**src/sv/crc_checked_header_deframer_macros.svh**
```systemverilog
// Assertion macros used by the deframer's header parser RTL file.
`ifndef CRC_CHECKED_HEADER_DEFRAMER_MACROS_SVH
`define CRC_CHECKED_HEADER_DEFRAMER_MACROS_SVH

// Same-cycle implication, sampled on clk_i and disabled during reset.
`define CHDF_ASSERT_IMPL(label, ante, cons) \
  label: assert property (@(posedge clk_i) disable iff (!rst_ni) (ante) |-> (cons)) \
    else $error("assertion failed");

// Next-cycle implication, sampled on clk_i and disabled during reset.
`define CHDF_ASSERT_NEXT(label, ante, cons) \
  label: assert property (@(posedge clk_i) disable iff (!rst_ni) (ante) |=> (cons)) \
    else $error("assertion failed");

`endif

```
**src/sv/chdf_pkg.sv**
```systemverilog
// Package with the constants, result type and CRC function of the header deframer.
`timescale 1ns / 1ps
`default_nettype none
package chdf_pkg;

  localparam int unsigned HdrLen = 34;
  localparam int unsigned CrcLen = 32;
  localparam int unsigned CntW   = 6;
  localparam int unsigned NumHdrBytes = HdrLen - 1;
  // Bytes 0..30 carry the unpacked fields; byte 31 only enters the CRC.
  localparam int unsigned FieldBytes = 31;
  localparam int unsigned FieldIdxW  = $clog2(FieldBytes);

  localparam logic [15:0] CrcInit = 16'hFFFF;
  localparam logic [15:0] CrcPoly = 16'h1021;

  localparam logic [1:0] StatusOk     = 2'd0;
  localparam logic [1:0] StatusCrcErr = 2'd1;
  localparam logic [1:0] StatusShort  = 2'd2;

  typedef struct packed {
    logic [1:0]  status;
    logic [15:0] dest_addr;
    logic [15:0] src_addr;
    logic [63:0] conv_id_high;
    logic [63:0] conv_id_low;
    logic [31:0] msg_number;
    logic [15:0] seq_num;
    logic [15:0] seq_total;
    logic [7:0]  kind_code;
    logic [7:0]  flag_bits;
    logic [7:0]  media_code;
    logic [15:0] stored_crc;
  } hdr_result_t;

  // CRC-16/CCITT-FALSE update over one byte, MSB first.
  function automatic logic [15:0] crc16_byte(logic [15:0] crc, logic [7:0] b);
    logic [15:0] c;
    c = crc ^ {b, 8'h00};
    for (int i = 0; i < 8; i++) begin
      if (c[15]) begin
        c = {c[14:0], 1'b0} ^ CrcPoly;
      end else begin
        c = {c[14:0], 1'b0};
      end
    end
    return c;
  endfunction

endpackage
`default_nettype wire

```
**src/sv/crc_checked_header_deframer.sv**
```systemverilog
// Top level of the CRC-checked frame header deframer.
`timescale 1ns / 1ps
`default_nettype none
// Takes one frame byte per transfer and sustains one byte per cycle while no
// result is held back, since the byte counter, the CRC-16/CCITT-FALSE byte update
// and the header byte store all settle between the input register and the result
// register. A result passes through the input register and the result register
// after the transfer of the byte that causes it: the header on byte 33 with status
// ok or crc mismatch, or a short status with zeroed fields when the frame's last
// byte comes earlier. Bytes after the header give no result. The result register
// frees the input side, so bytes that give no result keep flowing while a result
// waits; a byte that would give a second result waits until the first one is taken.
module crc_checked_header_deframer (
  input  logic        clk_i,
  input  logic        rst_ni,
  input  logic        in_valid_i,
  output logic        in_ready_o,
  input  logic [7:0]  rx_byte_i,
  input  logic        frame_last_i,
  output logic        out_valid_o,
  input  logic        out_ready_i,
  output logic [1:0]  status_o,
  output logic [15:0] dest_addr_o,
  output logic [15:0] src_addr_o,
  output logic [63:0] conv_id_high_o,
  output logic [63:0] conv_id_low_o,
  output logic [31:0] msg_number_o,
  output logic [15:0] seq_num_o,
  output logic [15:0] seq_total_o,
  output logic [7:0]  kind_code_o,
  output logic [7:0]  flag_bits_o,
  output logic [7:0]  media_code_o,
  output logic [15:0] stored_crc_o
);
  import chdf_pkg::*;

  logic        stage_valid;
  logic [7:0]  stage_byte;
  logic        stage_last;
  logic        step;
  logic        res_due;
  logic        res_valid;
  hdr_result_t res;
  logic        out_valid_q, out_valid_d;
  hdr_result_t out_q;

  // The staged byte moves on unless its result would find the result register occupied.
  assign step = stage_valid && (!res_due || !out_valid_q || out_ready_i);

  chdf_in_reg u_in_reg (
    .clk_i        (clk_i),
    .rst_ni       (rst_ni),
    .in_valid_i   (in_valid_i),
    .in_ready_o   (in_ready_o),
    .rx_byte_i    (rx_byte_i),
    .frame_last_i (frame_last_i),
    .advance_i    (step),
    .valid_o      (stage_valid),
    .byte_o       (stage_byte),
    .last_o       (stage_last)
  );

  chdf_hdr_parse u_hdr_parse (
    .clk_i       (clk_i),
    .rst_ni      (rst_ni),
    .step_i      (step),
    .byte_i      (stage_byte),
    .last_i      (stage_last),
    .res_due_o   (res_due),
    .res_valid_o (res_valid),
    .res_o       (res)
  );

  always_comb begin
    out_valid_d = out_valid_q;
    if (out_ready_i) begin
      out_valid_d = 1'b0;
    end
    if (res_valid) begin
      out_valid_d = 1'b1;
    end
  end

  always_ff @(posedge clk_i or negedge rst_ni) begin
    if (!rst_ni) begin
      out_valid_q <= 1'b0;
    end else begin
      out_valid_q <= out_valid_d;
    end
  end

  always_ff @(posedge clk_i) begin
    if (res_valid) begin
      out_q <= res;
    end
  end

  assign out_valid_o    = out_valid_q;
  assign status_o       = out_q.status;
  assign dest_addr_o    = out_q.dest_addr;
  assign src_addr_o     = out_q.src_addr;
  assign conv_id_high_o = out_q.conv_id_high;
  assign conv_id_low_o  = out_q.conv_id_low;
  assign msg_number_o   = out_q.msg_number;
  assign seq_num_o      = out_q.seq_num;
  assign seq_total_o    = out_q.seq_total;
  assign kind_code_o    = out_q.kind_code;
  assign flag_bits_o    = out_q.flag_bits;
  assign media_code_o   = out_q.media_code;
  assign stored_crc_o   = out_q.stored_crc;

endmodule
`default_nettype wire

```
**src/sv/chdf_in_reg.sv**
```systemverilog
// Input register stage that holds one byte transfer until the parser takes it.
`timescale 1ns / 1ps
`default_nettype none
module chdf_in_reg (
  input  logic       clk_i,
  input  logic       rst_ni,
  input  logic       in_valid_i,
  output logic       in_ready_o,
  input  logic [7:0] rx_byte_i,
  input  logic       frame_last_i,
  input  logic       advance_i,
  output logic       valid_o,
  output logic [7:0] byte_o,
  output logic       last_o
);

  logic       valid_q, valid_d;
  logic [7:0] byte_q;
  logic       last_q;

  // The register can refill in the same cycle that its item moves on.
  assign in_ready_o = !valid_q || advance_i;

  always_comb begin
    valid_d = valid_q;
    if (in_ready_o) begin
      valid_d = in_valid_i;
    end
  end

  always_ff @(posedge clk_i or negedge rst_ni) begin
    if (!rst_ni) begin
      valid_q <= 1'b0;
    end else begin
      valid_q <= valid_d;
    end
  end

  always_ff @(posedge clk_i) begin
    if (in_valid_i && in_ready_o) begin
      byte_q <= rx_byte_i;
      last_q <= frame_last_i;
    end
  end

  assign valid_o = valid_q;
  assign byte_o  = byte_q;
  assign last_o  = last_q;

endmodule
`default_nettype wire

```
**src/sv/chdf_hdr_parse.sv**
```systemverilog
// Byte counter, running CRC, header byte store and result formation.
`timescale 1ns / 1ps
`default_nettype none
`include "crc_checked_header_deframer_macros.svh"
module chdf_hdr_parse (
  input  logic                  clk_i,
  input  logic                  rst_ni,
  input  logic                  step_i,
  input  logic [7:0]            byte_i,
  input  logic                  last_i,
  output logic                  res_due_o,
  output logic                  res_valid_o,
  output chdf_pkg::hdr_result_t res_o
);
  import chdf_pkg::*;

  logic [CntW-1:0] cnt_q, cnt_d;
  logic [15:0]     crc_q, crc_d;
  logic [7:0]      hdr_q [FieldBytes];
  logic [7:0]      crc_lo_q;
  logic            in_hdr;
  logic            at_crc_hi;
  logic [15:0]     stored;

  assign in_hdr    = cnt_q < CntW'(NumHdrBytes);
  assign at_crc_hi = cnt_q == CntW'(NumHdrBytes);
  assign stored    = {byte_i, crc_lo_q};

  always_comb begin
    cnt_d = cnt_q;
    crc_d = crc_q;
    if (step_i) begin
      if (in_hdr) begin
        cnt_d = cnt_q + CntW'(1);
        if (cnt_q < CntW'(CrcLen)) begin
          crc_d = crc16_byte(crc_q, byte_i);
        end
      end else begin
        cnt_d = CntW'(HdrLen);
      end
      if (last_i) begin
        cnt_d = '0;
        crc_d = CrcInit;
      end
    end
  end

  always_ff @(posedge clk_i or negedge rst_ni) begin
    if (!rst_ni) begin
      cnt_q <= '0;
      crc_q <= CrcInit;
    end else begin
      cnt_q <= cnt_d;
      crc_q <= crc_d;
    end
  end

  always_ff @(posedge clk_i) begin
    if (step_i && cnt_q < CntW'(FieldBytes)) begin
      hdr_q[cnt_q[FieldIdxW-1:0]] <= byte_i;
    end
    if (step_i && cnt_q == CntW'(NumHdrBytes - 1)) begin
      crc_lo_q <= byte_i;
    end
  end

  // The staged byte produces a result if it ends a short frame or completes the header.
  assign res_due_o   = (in_hdr && last_i) || at_crc_hi;
  assign res_valid_o = step_i && res_due_o;

  always_comb begin
    res_o = '0;
    if (at_crc_hi) begin
      res_o.status       = (stored == crc_q) ? StatusOk : StatusCrcErr;
      res_o.dest_addr    = {hdr_q[1], hdr_q[0]};
      res_o.src_addr     = {hdr_q[3], hdr_q[2]};
      res_o.conv_id_high = {hdr_q[4], hdr_q[5], hdr_q[6], hdr_q[7],
                            hdr_q[8], hdr_q[9], hdr_q[10], hdr_q[11]};
      res_o.conv_id_low  = {hdr_q[12], hdr_q[13], hdr_q[14], hdr_q[15],
                            hdr_q[16], hdr_q[17], hdr_q[18], hdr_q[19]};
      res_o.msg_number   = {hdr_q[23], hdr_q[22], hdr_q[21], hdr_q[20]};
      res_o.seq_num      = {hdr_q[25], hdr_q[24]};
      res_o.seq_total    = {hdr_q[27], hdr_q[26]};
      res_o.kind_code    = hdr_q[28];
      res_o.flag_bits    = hdr_q[29];
      res_o.media_code   = hdr_q[30];
      res_o.stored_crc   = stored;
    end else begin
      res_o.status = StatusShort;
    end
  end

  `CHDF_ASSERT_IMPL(a_cnt_range, 1'b1, cnt_q <= CntW'(HdrLen))
  `CHDF_ASSERT_NEXT(a_last_resets, step_i && last_i, cnt_q == '0 && crc_q == CrcInit)
  `CHDF_ASSERT_IMPL(a_hdr_at_33, res_valid_o && res_o.status != StatusShort, at_crc_hi)
  `CHDF_ASSERT_IMPL(a_skip_quiet, step_i && cnt_q == CntW'(HdrLen), !res_valid_o)

endmodule
`default_nettype wire

```
**config.mk**
```make
export PLATFORM = sky130hd
export DESIGN_NAME = crc_checked_header_deframer
export DESIGN_NICKNAME = d
export VERILOG_FILES = /design/src/sv/chdf_pkg.sv /design/src/sv/crc_checked_header_deframer.sv /design/src/sv/chdf_in_reg.sv /design/src/sv/chdf_hdr_parse.sv
export VERILOG_INCLUDE_DIRS = /design/src /design/src/sv
export SDC_FILE = /design/constraint.sdc
export NUM_CORES = 1
export LEC_CHECK = 0
export BUFFER_PORTS_ARGS = -buffer_cell sky130_fd_sc_hd__clkbuf_2
export CORE_ASPECT_RATIO = 2
export CORE_UTILIZATION = 40
export DETAILED_ROUTE_END_ITERATION = 16
export GPL_ROUTABILITY_DRIVEN = 0
export PLACE_DENSITY = 0.55
export SLEW_MARGIN = 0
export SYNTH_ARGS = -nofsm -noshare
export SYNTH_HDL_FRONTEND = slang
export SYNTH_SLANG_ARGS = --single-unit
```
**constraint.sdc**
```tcl
create_clock -name clk_i -period 24.5 [get_ports clk_i]
set_clock_uncertainty 0.15 [all_clocks]
set_input_delay 1.225 -clock clk_i [delete_from_list [all_inputs] [get_ports clk_i]]
set_output_delay 1.225 -clock clk_i [all_outputs]
set_load 0.02 [all_outputs]
```
==> After elaboration in Yosys (flattened, before gate mapping) <==
Memories as Yosys holds them, arrays and structs flattened. A register that Yosys moved wholly into a read port is not among the register bits.
Cells that the tools add are included.
{ "totals": {"regBits": 59, "ram_bits": 248, "in_bits": 13, "output_inout_bits": 268, "word_cells": 113, "memories": 1} }
{ "classes": {"addsub": 1, "order_cmp": 3, "n_eq_ne": 3, "mux": 39, "bitwise": 9, "reduce_logical": 48} }
{ "mem_list": {"columns": ["memory", "depth", "word_bits", "read_ports", "rd_clocked_by_memory_dff", "wr", "line_no", "text"], "rows": [
  ["u_hdr_parse.hdr_q", 31, 8, 31, 31, 1, "chdf_hdr_parse.sv:19", "logic [7:0] hdr_q [FieldBytes];"]
]} }
{ "op_table": {"columns": ["cell", "count"], "rows": [
  ["16-bit two-way mux", 24],
  ["13-bit two-way mux", 8],
  ["1-bit zero test", 34],
  ["3-bit NOT", 8],
  ["16-bit == test", 1],
  ["16-bit XOR", 1],
  ["6-bit == test (second input constant)", 2],
  ["6-bit less-than comparator (second input constant)", 2],
  ["6-bit two-way mux", 2],
  ["6-bit by 1-bit adder with 6-bit output (second input constant)", 1],
  ["1-bit logical AND", 6],
  ["6-bit by 5-bit less-than comparator with 1-bit output (second input constant)", 1],
  ["2-bit nonzero test", 3],
  ["1-bit two-way mux", 5],
  ["1-bit logical OR", 4],
  ["3-bit AND reduction", 1]
]} }

==> Logic depth before layout (Yosys ltp) <==
Gate-level depths: netlist (run 1).
{ "depth": {"depth_word": 43, "ltp_mapped": 7, "ltp_nobuf": 6} }

==> Modules after synthesis <==
A second synthesis (run 1) with hierarchy kept.
{ "unflattened": {"hier_cells": 1016, "area_unflattened_um2": 19416.1} }
{ "modules_own_cells": {"columns": ["module", "n_inst", "cells_per_inst", "area_per_inst_um2", "seq_area_each_um2"], "rows": [
  ["chdf_hdr_parse", 1, 733, 11051.8, 8257.9],
  ["crc_checked_header_deframer", 1, 270, 8040.2, 8012.7],
  ["chdf_in_reg", 1, 13, 324.1, 295.3]
]} }

==> Worst setup path before layout (run 1) <==
No wires, ideal clock.
{ "synth_path": {"path_kind": "input port to flip-flop", "start": "in out_ready_i", "end": "reg conv_id_high_o[0] (netlist name)", "setup_ns": 0.897, "arrival_ns": 12.924, "required_time_ns": 23.453, "setup_slack_ns": 10.529, "cell_stages": 4, "path_buffers": 0, "cell_sequence": "and3b_1 > a21boi_4 > or2_2 > nor2_1"} }
{ "synth_between": {"elab_chain_len": 3} }
{ "synth_rtl": {"columns": ["item", "line_no", "text"], "rows": [
  ["start, declared", "crc_checked_header_deframer.sv:21", "input logic out_ready_i,"],
  ["1-bit logical OR", "crc_checked_header_deframer.sv:48", "assign step = stage_valid && (!res_due || !out_valid_q || out_ready_i);"],
  ["1-bit logical AND", "crc_checked_header_deframer.sv:48", null],
  ["1-bit logical AND", "chdf_hdr_parse.sv:69", "assign res_valid_o = step_i && res_due_o;"]
]} }
Every way passes these cells.
A chain may end at the register's enable or synchronous reset.

==> Worst setup path after layout (run 1) <==
{ "layout_path": {"start": "reg u_hdr_parse.cnt_q[2]", "end": "out in_ready_o"} }
{ "layout_between": {"elab_chain_len": 8, "elab_cells_between_ends": 9, "cone_classes": "1 x order compare; 1 x eq/ne; 7 x reduce/logical"} }
{ "layout_rtl": {"columns": ["item", "line_no", "text"], "rows": [
  ["start, declared", "chdf_hdr_parse.sv:17", "logic [CntW-1:0] cnt_q, cnt_d;"],
  ["start signal, assigned", "chdf_hdr_parse.sv:53", "cnt_q <= cnt_d;"],
  ["6-bit less-than comparator", "chdf_hdr_parse.sv:25", "assign in_hdr = cnt_q < CntW'(NumHdrBytes);"],
  ["1-bit logical AND", "chdf_hdr_parse.sv:68", "assign res_due_o = (in_hdr && last_i) || at_crc_hi;"],
  ["1-bit logical OR *", "chdf_hdr_parse.sv:68", null],
  ["1-bit zero test *", "crc_checked_header_deframer.sv:48", null],
  ["1-bit logical OR * (2 in a row)", "crc_checked_header_deframer.sv:48", null],
  ["1-bit logical AND *", "crc_checked_header_deframer.sv:48", null],
  ["1-bit logical OR *", "chdf_in_reg.sv:22", "assign in_ready_o = !valid_q || advance_i;"],
  ["end, declared", "crc_checked_header_deframer.sv:17", "output logic in_ready_o,"]
]} }
Mark *: on every way between the ends. The rest lies on a longest branch, timed or not.

==> results.toml, run 1 <==
[status]
outcome = "finished clean"

[drt]
ant_nets = 0
routed_via_density = 4.68
drt_pre_antenna_iters = 5
routed_wirelength_mm = 44.0
drt_iter0_drc = 647
vias = 9441
drc_errors = 0
wl_per_cell_um = 21.8

[clocking]
clk_pin_slew_ns = 0.07
clock_latency_ns = 0.56
clockRootBuffer = "clkbuf_16"
h-tree-depth = 2
clockBufferDepth = 3
cts_setup_buffers = 0
cts_made_buffers = 46
cts-hold-fix-buffers = 0
cts_resized = 0
clock-sinks = 555
tritoncts = "yes"

[synth]
synth-edff-count = 531
yosysSeqAreaShare = 0.844
yosysWarnings = 0
syn_inst = 1039
async_flop_share = 0.0432
yosys.area_share.simple = 0.112
synth_nets = 1057
synthMuxAreaShare = 0.0116
synth_ff_type = "edfxtp_1"
synth-compound-area-share = 0.00943
yosys.area_share.adder = 0.00319
synth_area_per_cell_um2 = 18.9
syn_area_um2 = 19600
synth-xor-area-share = 0.0112
synth-seq-cells = 555
synthDistinctLibCells = 45
synth_top_family_by_area = "simple AND/OR/NAND/NOR gates"

[sta]
max_freq_mhz = 224
tightestPinTransition_ns = 1.25
timing.slew.headroom = 0.167
period_share = 0.182
finalHoldViolCount = 0
drv_slew = 0
fin_crit_ns = 4.47
tns_ns = 0
setup_viol = 0
rsz0062_at_grt = "no"

[final_layout]
layout-drive-gt1-share = 0.290
final_nets = 1361
n_antenna_cell = 0
final_common_cell = "edfxtp_1"
nFillCells = 4082
mostFrequentLayoutCells = "edfxtp_1 (531), clkbuf_2 (280), and2_1 (266)"
areaGrowthSynthToFinish_pct = 18.8

[floorplan]
die_w_um = 159
initial_utilization = 0.406
die_y_um = 315
num_io_pins = 281
die_area_um2 = 50000
coreArea_um2 = 48400
std_cell_rows = 114

[grt]
overflow = 0
grt_max_degree = 147
grt_pass1_wl_mm = 62.4
grt_usage = 0.178
grt_pass1_vias = 9455
antenna_found_initial = 0

[power]
ir_worst_vdd_mv = 0.0465
pwr_density_cell_nw_per_um2 = 86.3
finalPower_w = 0.00201
leakagePower_nw = 8.46

[worst_setup_path]
crit_required_ns = 23.12
cp.arrival_ns = 3.10
crit_type = "flip-flop to output port"
crit_path_end_kind = "output port"
cp-start-kind = "flip-flop"
worstPathMaxFanout = 122

[place]
place_hpwl_mm = 26.9
numPortBuffers = 280

[worst_hold_path]
hold_class = "flip-flop to flip-flop"

[job]
max_cap_viol_count = 0
power breakdown:
group | internal (W) | switching [W]
Combinational | 0.0000569 | 0.000101
Sequential | 0.00109 | 0.0000258
Clock | 0.000416 | 0.000326
Total | 0.00156 | 0.000454
synthesized netlist by cell type (2+ instances only):
| cell | instances | area (um2) |
|---|---|---|
| edfxtp_1 | 531 | 15900 |
| and2_1 | 266 | 1660 |
| nor2_1 | 45 | 169 |
| clkbuf_1 | 35 | 131 |
| xnor2_1 | 20 | 175 |
| dfstp_2 | 16 | 420 |
| nand2_1 | 10 | 37.5 |
| dfrtp_1 | 8 | 200 |
| nand2b_1 | 8 | 50.1 |
| nor2b_1 | 8 | 50.1 |
| mux2i_1 | 7 | 70.1 |
| mux2_2 | 6 | 67.6 |
| mux2_4 | 6 | 90.1 |
| ha_1 | 5 | 62.6 |
| o21ai_0 | 5 | 25.0 |
| xor2_1 | 5 | 43.8 |
| buf_2 | 4 | 20.0 |
| inv_1 | 4 | 15.0 |
| nand3_1 | 4 | 20.0 |
| nand4_1 | 4 | 25.0 |
| nor3_1 | 4 | 20.0 |
| nor4_1 | 4 | 25.0 |
| nand3b_1 | 3 | 22.5 |
| o21ba_2 | 3 | 30.0 |
| o31ai_1 | 3 | 22.5 |
| or3_1 | 3 | 18.8 |
| a211oi_1 | 2 | 15.0 |
| a21oi_1 | 2 | 10.0 |
| a2bb2oi_1 | 2 | 17.5 |
sequential cells by signal (all words and copies together) (netlist names):
name	flops
u_in_reg.byte_o	8
conv_id_high_o	64
conv_id_low_o	64
dest_addr_o	16
u_hdr_parse.hdr_q	248
status_o	2
out_valid_o	1
u_hdr_parse.cnt_q	6
msg_number_o	32
stored_crc_o	16
src_addr_o	16
u_hdr_parse.crc_lo_q	8
kind_code_o	8
u_in_reg.valid_o	1
seq_total_o	16
media_code_o	8
u_hdr_parse.crc_q	16
seq_num_o	16
flag_bits_o	8
u_in_reg.last_o	1
layer usage:
metal	share of wire	GRT usage	wire, um	vias up
li1	-	-	-	4363
met1	0.37	0.200	16200	4730
met2	0.56	0.338	24700	277
met3	0.040	0.0220	1750	71
met4	0.032	0.0656	1390	0
met5	0	0	0	-
layout make-up:
cell class	instances	area, um2	area share
inverter	4	15.0	0.000644
timing repair buffer	296	1520	0.0653
tap	638	798	0.0342
multi-input combinational	440	2900	0.124
sequential	555	16600	0.711
clock buffer	56	1210	0.0519
clock inverter	29	302	0.0129
path summary, 6_finish.rpt:
check	from	to	slack, ns	depth (start not counted)
hold reg to reg	u_hdr_parse.hdr_q[6][5]	conv_id_high_o[45]	0.36	1
setup / recovery	u_hdr_parse.cnt_q[2]	in_ready_o	20.03	5
max in group asynchronous	rst_ni	u_hdr_parse.cnt_q[0]	23.17	1
min in group asynchronous	rst_ni	u_hdr_parse.cnt_q[5]	0.58	1
hold / removal	u_hdr_parse.hdr_q[6][5]	conv_id_high_o[45]	0.36	1
setup reg to reg	u_hdr_parse.cnt_q[0]	conv_id_high_o[39]	20.34	8
critical path: stages (launching register included):
cell	delay (ns)
dfrtp_1	0.53
or3_1	0.60
nor2_4	0.17
buf_4	0.70
o2111ai_1	0.31
clkbuf_2	0.23
logic make-up (layout without fill, tap and decap cells):
kind of cell	Yosys count	after routing
flops	555	555
simple gates	369	369
buf+inv	44	385
xor+xnor	25	25
compound gates	22	22
mux	19	19
fa+ha+maj	5	5
through the flow:
step	util	setup WS [ns]	cells	cell area, um2	hold WS (ns)
2_1_floorplan	-	10.53	1039	19600	0.342
3_3_place_gp	0.451	20.05	1933	21800	0.349
3_5_place_dp	0.451	20.00	1933	21800	0.351
4_1_cts	0.482	19.86	2018	23300	0.352
5_1_grt	0.482	19.71	2018	23300	0.368
6_report	0.482	20.03	2018	23300	0.357
Power figures use the tool's default switching activity.
==> run 2, diff against run 1 <==
==> constraint.sdc (replaced) <==
create_clock -name clk_i -period 4.2 [get_ports clk_i]
set_clock_uncertainty 0.15 [all_clocks]
set_input_delay 0.21 -clock clk_i [delete_from_list [all_inputs] [get_ports clk_i]]
set_output_delay 0.21 -clock clk_i [all_outputs]
set_load 0.02 [all_outputs]
==> results.toml, run 2 (same netlist as run 1, synthesis figures left out) <==
[sta]
tightestPinTransition_ns = 0.944
fin_crit_ns = 3.47
tns_ns = 0
holdWs_ns = 0.0901
max_freq_mhz = 288
rsz0062_at_grt = "no"
timing.slew.headroom = 0.368
setup_viol = 0
finalHoldViolCount = 0
period_share = 0.826
drv_slew = 0

[grt]
grt_pass1_vias = 9845
grt_pass1_wl_mm = 63.8
antenna_found_initial = 0
grt_usage = 0.181
grt_max_degree = 268
overflow = 0

[final_layout]
n_antenna_cell = 0
mostFrequentLayoutCells = "edfxtp_1 (531), clkbuf_2 (280), and2_1 (266)"
largest_register_ffs = 248
final_common_cell = "edfxtp_1"
nFillCells = 4065
seqCellArea_um2 = 16600
areaGrowthSynthToFinish_pct = 20.2
final_nets = 1380
layout-drive-gt1-share = 0.293
final_cells = 2035
final_core_util = 0.488
multiInputGateArea_um2 = 2910

[worst_hold_path]
hold_class = "primary input to asynchronous set/reset pin"

[clocking]
h-tree-depth = 2
clockRootBuffer = "clkbuf_16"
clock-sinks = 555
clockBufferDepth = 3
tritoncts = "yes"
clk_pin_slew_ns = 0.06
clock_latency_ns = 0.57
cts_made_buffers = 47

[floorplan]
initial_utilization = 0.406
coreArea_um2 = 48400
num_io_pins = 281
die_y_um = 315
die_area_um2 = 50000
std_cell_rows = 114
die_w_um = 159

[worst_setup_path]
critPathMaxStageDelay_ns = 0.62
worstPathMaxFanout = 267
critPathLaunch = "u_hdr_parse.cnt_q[3]"
slowest_stage = "buf_12"
cp_cell_sequence = "or3_1 -> nor2_4 -> buf_12 -> o2111ai_1 -> clkbuf_2"
cp-start-kind = "flip-flop"
reg2reg_from = "u_hdr_parse.cnt_q[3]"
crit_path_end_kind = "output port"
crit_required_ns = 3.84
crit_type = "flip-flop to output port"
rr_worst_depth = 6
cp.arrival_ns = 3.11

[drt]
drt_pre_antenna_iters = 4
routed_via_density = 4.71
wl_per_cell_um = 22.1
drt_iter0_drc = 596
routed_wirelength_mm = 45.0
ant_nets = 0
drc_errors = 0
vias = 9585

[job]
max_cap_viol_count = 0

[power]
pwr_density_cell_nw_per_um2 = 506
finalPower_w = 0.0119
leakagePower_nw = 8.59
ir_worst_vdd_mv = 0.356

[place]
placedCellCount = 1938
place_hpwl_mm = 27.7
numPortBuffers = 280

[status]
outcome = "finished clean"
[run 2: changes by cell type in the layout (fill, tap and decap cells not counted), sizes merged]
cell         change
bufinv           +2
dlygate4sd3     +13
clkinvlp         -2
clkbuf           +1
buf              +5
clkinv           -2
[run 2: layout make-up]
class                      instances  share of cell area
sequential                       555               0.702
multi-input combinational        440               0.123
timing repair buffer             314              0.0737
clock buffer                      57              0.0523
tap                              638              0.0338
clock inverter                    27              0.0146
inverter                           4            0.000636
[run 2: through the flow]
stage,instance area [um2],worst slack [ns]
finish,23600,0.731
CTS,23600,0.601
global route,23600,0.466
global placement,21900,1.12
floorplan,19600,-1.68
detailed placement,21900,0.990
[run 2: what timing repair did]
action                                 in CTS  in global routing
gates resized for setup                     0                  0
endpoints found under the hold margin      35                  0
buffers inserted                            0                  0
hold buffers                               13                  0
[run 2: final timing paths]
kind | to | slack [ns]
worst max register to register | u_in_reg.valid_o | 0.98
worst max-delay path | in_ready_o | 0.73
worst min-delay path | u_hdr_parse.cnt_q[1] | 0.09
worst min register to register | conv_id_high_o[38] | 0.36
max in group asynchronous | out_valid_o | 3.39
min in group clk_i | u_in_reg.byte_o[0] | 0.22
[run 2: per-layer routing]
metal / wire length [um] / global-route usage / up-vias
met3: 1760 / 0.0225 / 80
met1: 16600 / 0.202 / 4789
li1: - / - / 4413
met2: 24600 / 0.337 / 303
met5: 0 / 0 / -
met4: 1960 / 0.0850 / 0
[run 2: critical path: cells and delay by family (launching register included)]
kind / cells / cell delay (ns)
AO/OA/AOI/OAI: 1 / 0.36
buffers and inverters: 2 / 0.86
flip-flops: 1 / 0.52
AND/OR/NAND/NOR: 2 / 0.82
[run 2: power breakdown]
| part | internal (W) | switching, W | leakage, nW |
|---|---|---|---|
| Sequential | 0.00633 | 0.000141 | 5.24 |
| Clock | 0.00259 | 0.00192 | 0.758 |
| Combinational | 0.000348 | 0.000605 | 2.59 |
| Total | 0.00927 | 0.00266 | 8.59 |
==> run 3, diff against run 2 <==
--- a/config.mk
+++ b/config.mk
@@ -6,12 +6,13 @@
 export SDC_FILE = /design/constraint.sdc
 export NUM_CORES = 1
 export LEC_CHECK = 0
+export ABC_AREA = 1
 export BUFFER_PORTS_ARGS = -buffer_cell sky130_fd_sc_hd__clkbuf_2
 export CORE_ASPECT_RATIO = 2
 export CORE_UTILIZATION = 40
 export DETAILED_ROUTE_END_ITERATION = 16
 export GPL_ROUTABILITY_DRIVEN = 0
-export PLACE_DENSITY = 0.55
+export PLACE_DENSITY = 0.57
 export SLEW_MARGIN = 0
 export SYNTH_ARGS = -nofsm -noshare
 export SYNTH_HDL_FRONTEND = slang
==> constraint.sdc (replaced) <==
create_clock -name clk_i -period 3 [get_ports clk_i]
set_clock_uncertainty 0.15 [all_clocks]
set_input_delay 0.15 -clock clk_i [delete_from_list [all_inputs] [get_ports clk_i]]
set_output_delay 0.15 -clock clk_i [all_outputs]
set_load 0.02 [all_outputs]
==> results.toml, run 3 <==
[floorplan]
die_y_um = 320
die_w_um = 161
num_io_pins = 281
die_area_um2 = 51600
coreArea_um2 = 50100
std_cell_rows = 116
initial_utilization = 0.405

[final_layout]
final_cell_area_um2 = 24500
n_antenna_cell = 0
nFillCells = 4409
layout-drive-gt1-share = 0.246
largest_register_ffs = 248
final_nets = 1813
final_common_cell = "edfxtp_1"
areaGrowthSynthToFinish_pct = 21.1
mostFrequentLayoutCells = "edfxtp_1 (531), nor2_1 (295), inv_1 (293)"

[clocking]
cts_setup_buffers = 0
clockBufferDepth = 3
h-tree-depth = 2
clock_latency_ns = 0.58
clock-sinks = 555
clockRootBuffer = "clkbuf_16"
clk_pin_slew_ns = 0.07
tritoncts = "yes"
cts_made_buffers = 47

[worst_setup_path]
cp-start-kind = "flip-flop"
crit_path_end_kind = "flip-flop"
rr_worst_depth = 8
critPathMaxStageDelay_ns = 0.55
worstPathMaxFanout = 9
cp.arrival_ns = 3.13
cp.buffers_inverters = 2
rrSetupSlack_ns = 0.18
reg2reg_from = "u_hdr_parse.cnt_q[2]"
cp_cell_sequence = "nor3_4 -> nand3_4 -> nand2_4 -> nand3_1 -> nand2_1 -> dlygate4sd3_1 -> nand2_1 -> dlygate4sd3_1"
crit_required_ns = 3.30
crit_type = "flip-flop to flip-flop"
critPathTopFamily = "buffers and inverters"
slowest_stage = "dlygate4sd3_1"
reg2reg_to = "u_in_reg.valid_o"

[synth]
netlist_top_cells_count = "edfxtp_1 (531), inv_1 (296), nor2_1 (295)"
yosys.area_share.simple = 0.108
synth_area_per_cell_um2 = 14.1
synth_top_cell_area_share = 0.787
async_flop_share = 0.0432
synth_nets = 1458
syn_inst = 1440
yosysSeqAreaShare = 0.818
synth_ff_type = "edfxtp_1"
yosysWarnings = 0
synth-compound-area-share = 0.00389
synthMuxAreaShare = 0
synth-edff-count = 531
yosys.area_share.adder = 0.00309
synthDistinctLibCells = 31
synth_most_common_cell = "edfxtp_1"
synth.area.top_cells = "edfxtp_1 (79%), inv_1 (5.5%), nor2_1 (5.5%), nand2_1 (2.7%), dfstp_2 (2.1%)"
synth_top_family_by_area = "simple AND/OR/NAND/NOR gates"
synth-xor-area-share = 0.00216
synth-seq-cells = 555
yosysTopAreaCell = "edfxtp_1"
syn_area_um2 = 20300

[sta]
setup_viol = 0
finalHoldViolCount = 0
max_freq_mhz = 354
fin_crit_ns = 2.82
rsz0062_at_grt = "no"
period_share = 0.942
timing.slew.headroom = 0.280
drv_slew = 0
tightestPinTransition_ns = 1.07
tns_ns = 0

[place]
placed_cell_area_um2 = 22800
numPortBuffers = 280
place_hpwl_mm = 33.6

[job]
max_cap_viol_count = 0

[worst_hold_path]
holdPathStages = 2
hold_class = "primary input to flip-flop"
holdCritStartpoint = "frame_last_i"
hold_end = "u_in_reg.last_o"

[power]
pwr_density_cell_nw_per_um2 = 673
leakagePower_nw = 10.3
ir_worst_vdd_mv = 0.553
finalPower_w = 0.0165

[drt]
vias = 11500
wl_per_cell_um = 19.9
ant_nets = 0
drc_errors = 0
drt_iter0_drc = 706
routed_wirelength_mm = 49.5
drt_pre_antenna_iters = 5
routed_via_density = 4.62

[status]
outcome = "finished clean"

[grt]
overflow = 0
grt_usage = 0.194
grt_max_degree = 177
antenna_found_initial = 0
grt_pass1_vias = 11700
grt_pass1_wl_mm = 72.2
==> run 3: changes by cell type in the layout (fill, tap and decap cells not counted), moves of 10 or more <==
cell,before,now
nand4_1,4,14
inv_1,2,293
xnor2_1,20,4
and2_1,266,0
nand3_1,4,39
nor2_1,43,295
nand2_1,10,144
buf_4,17,46
==> run 3: how the worst max path moves through the flow <==
stage	cells after the start	to	start
2_1_floorplan	9	conv_id_high_o[0]	u_hdr_parse.cnt_q[0]
3_3_place_gp	5	u_hdr_parse.hdr_q[11][0]	u_hdr_parse.cnt_q[3]
3_5_place_dp	10	u_hdr_parse.hdr_q[18][5]	u_hdr_parse.cnt_q[0]
4_1_cts	8	u_in_reg.valid_o	u_hdr_parse.cnt_q[2]
5_1_grt	8	u_in_reg.valid_o	u_hdr_parse.cnt_q[2]
6_report	8	u_in_reg.valid_o	u_hdr_parse.cnt_q[2]
==> run 3: logic make-up (layout without fill, tap and decap cells) <==
| logic type | Yosys count | count (layout) |
|---|---|---|
| flip-flops | 555 | 555 |
| buffers and inverters | 341 | 733 |
| XOR/XNOR | 5 | 5 |
| AO/OA/AOI/OAI | 13 | 13 |
| AND/OR/NAND/NOR | 521 | 521 |
| adder cells (fa/ha/maj) | 5 | 5 |
==> run 3: through the flow <==
step / std cells / hold slack (ns) / utilization / setup WS, ns
2_1_floorplan: 1440 / -0.296 / - / -2.65
3_3_place_gp: 2380 / 0.0706 / 0.455 / 0.533
3_5_place_dp: 2380 / 0.0735 / 0.455 / 0.548
4_1_cts: 2481 / 0.0978 / 0.490 / 0.198
5_1_grt: 2481 / 0.135 / 0.490 / 0.0638
6_report: 2481 / 0.139 / 0.490 / 0.175
==> run 3: layout make-up <==
type	count	area, um2	share of cell area
Clock buffer	51	1230	0.0503
Clock inverter	35	352	0.0143
Inverter	298	1120	0.0458
Sequential cell	555	16600	0.675
Tap cell	649	812	0.0331
Timing Repair Buffer	349	2060	0.0839
Multi-Input combinational cell	544	2390	0.0974
==> run 3: what timing repair did <==
action / in CTS / in global routing
hold endpoints to repair: 44 / 0
hold buffers: 15 / 0
resized for setup: 0 / 0
==> run 3: layer usage <==
layer  vias up  part of all wire  GRT usage
li1       5385                 -          -
met1      5623              0.36      0.205
met2       354              0.56      0.378
met3        89             0.040     0.0238
met4         0             0.040     0.0826
met5         -                 0          0
==> run 3: power by group <==
part           switching, W  internal [W]  total (W)
Combinational      0.000890      0.000345    0.00124
Clock               0.00272       0.00358    0.00629
Sequential         0.000175       0.00881    0.00898
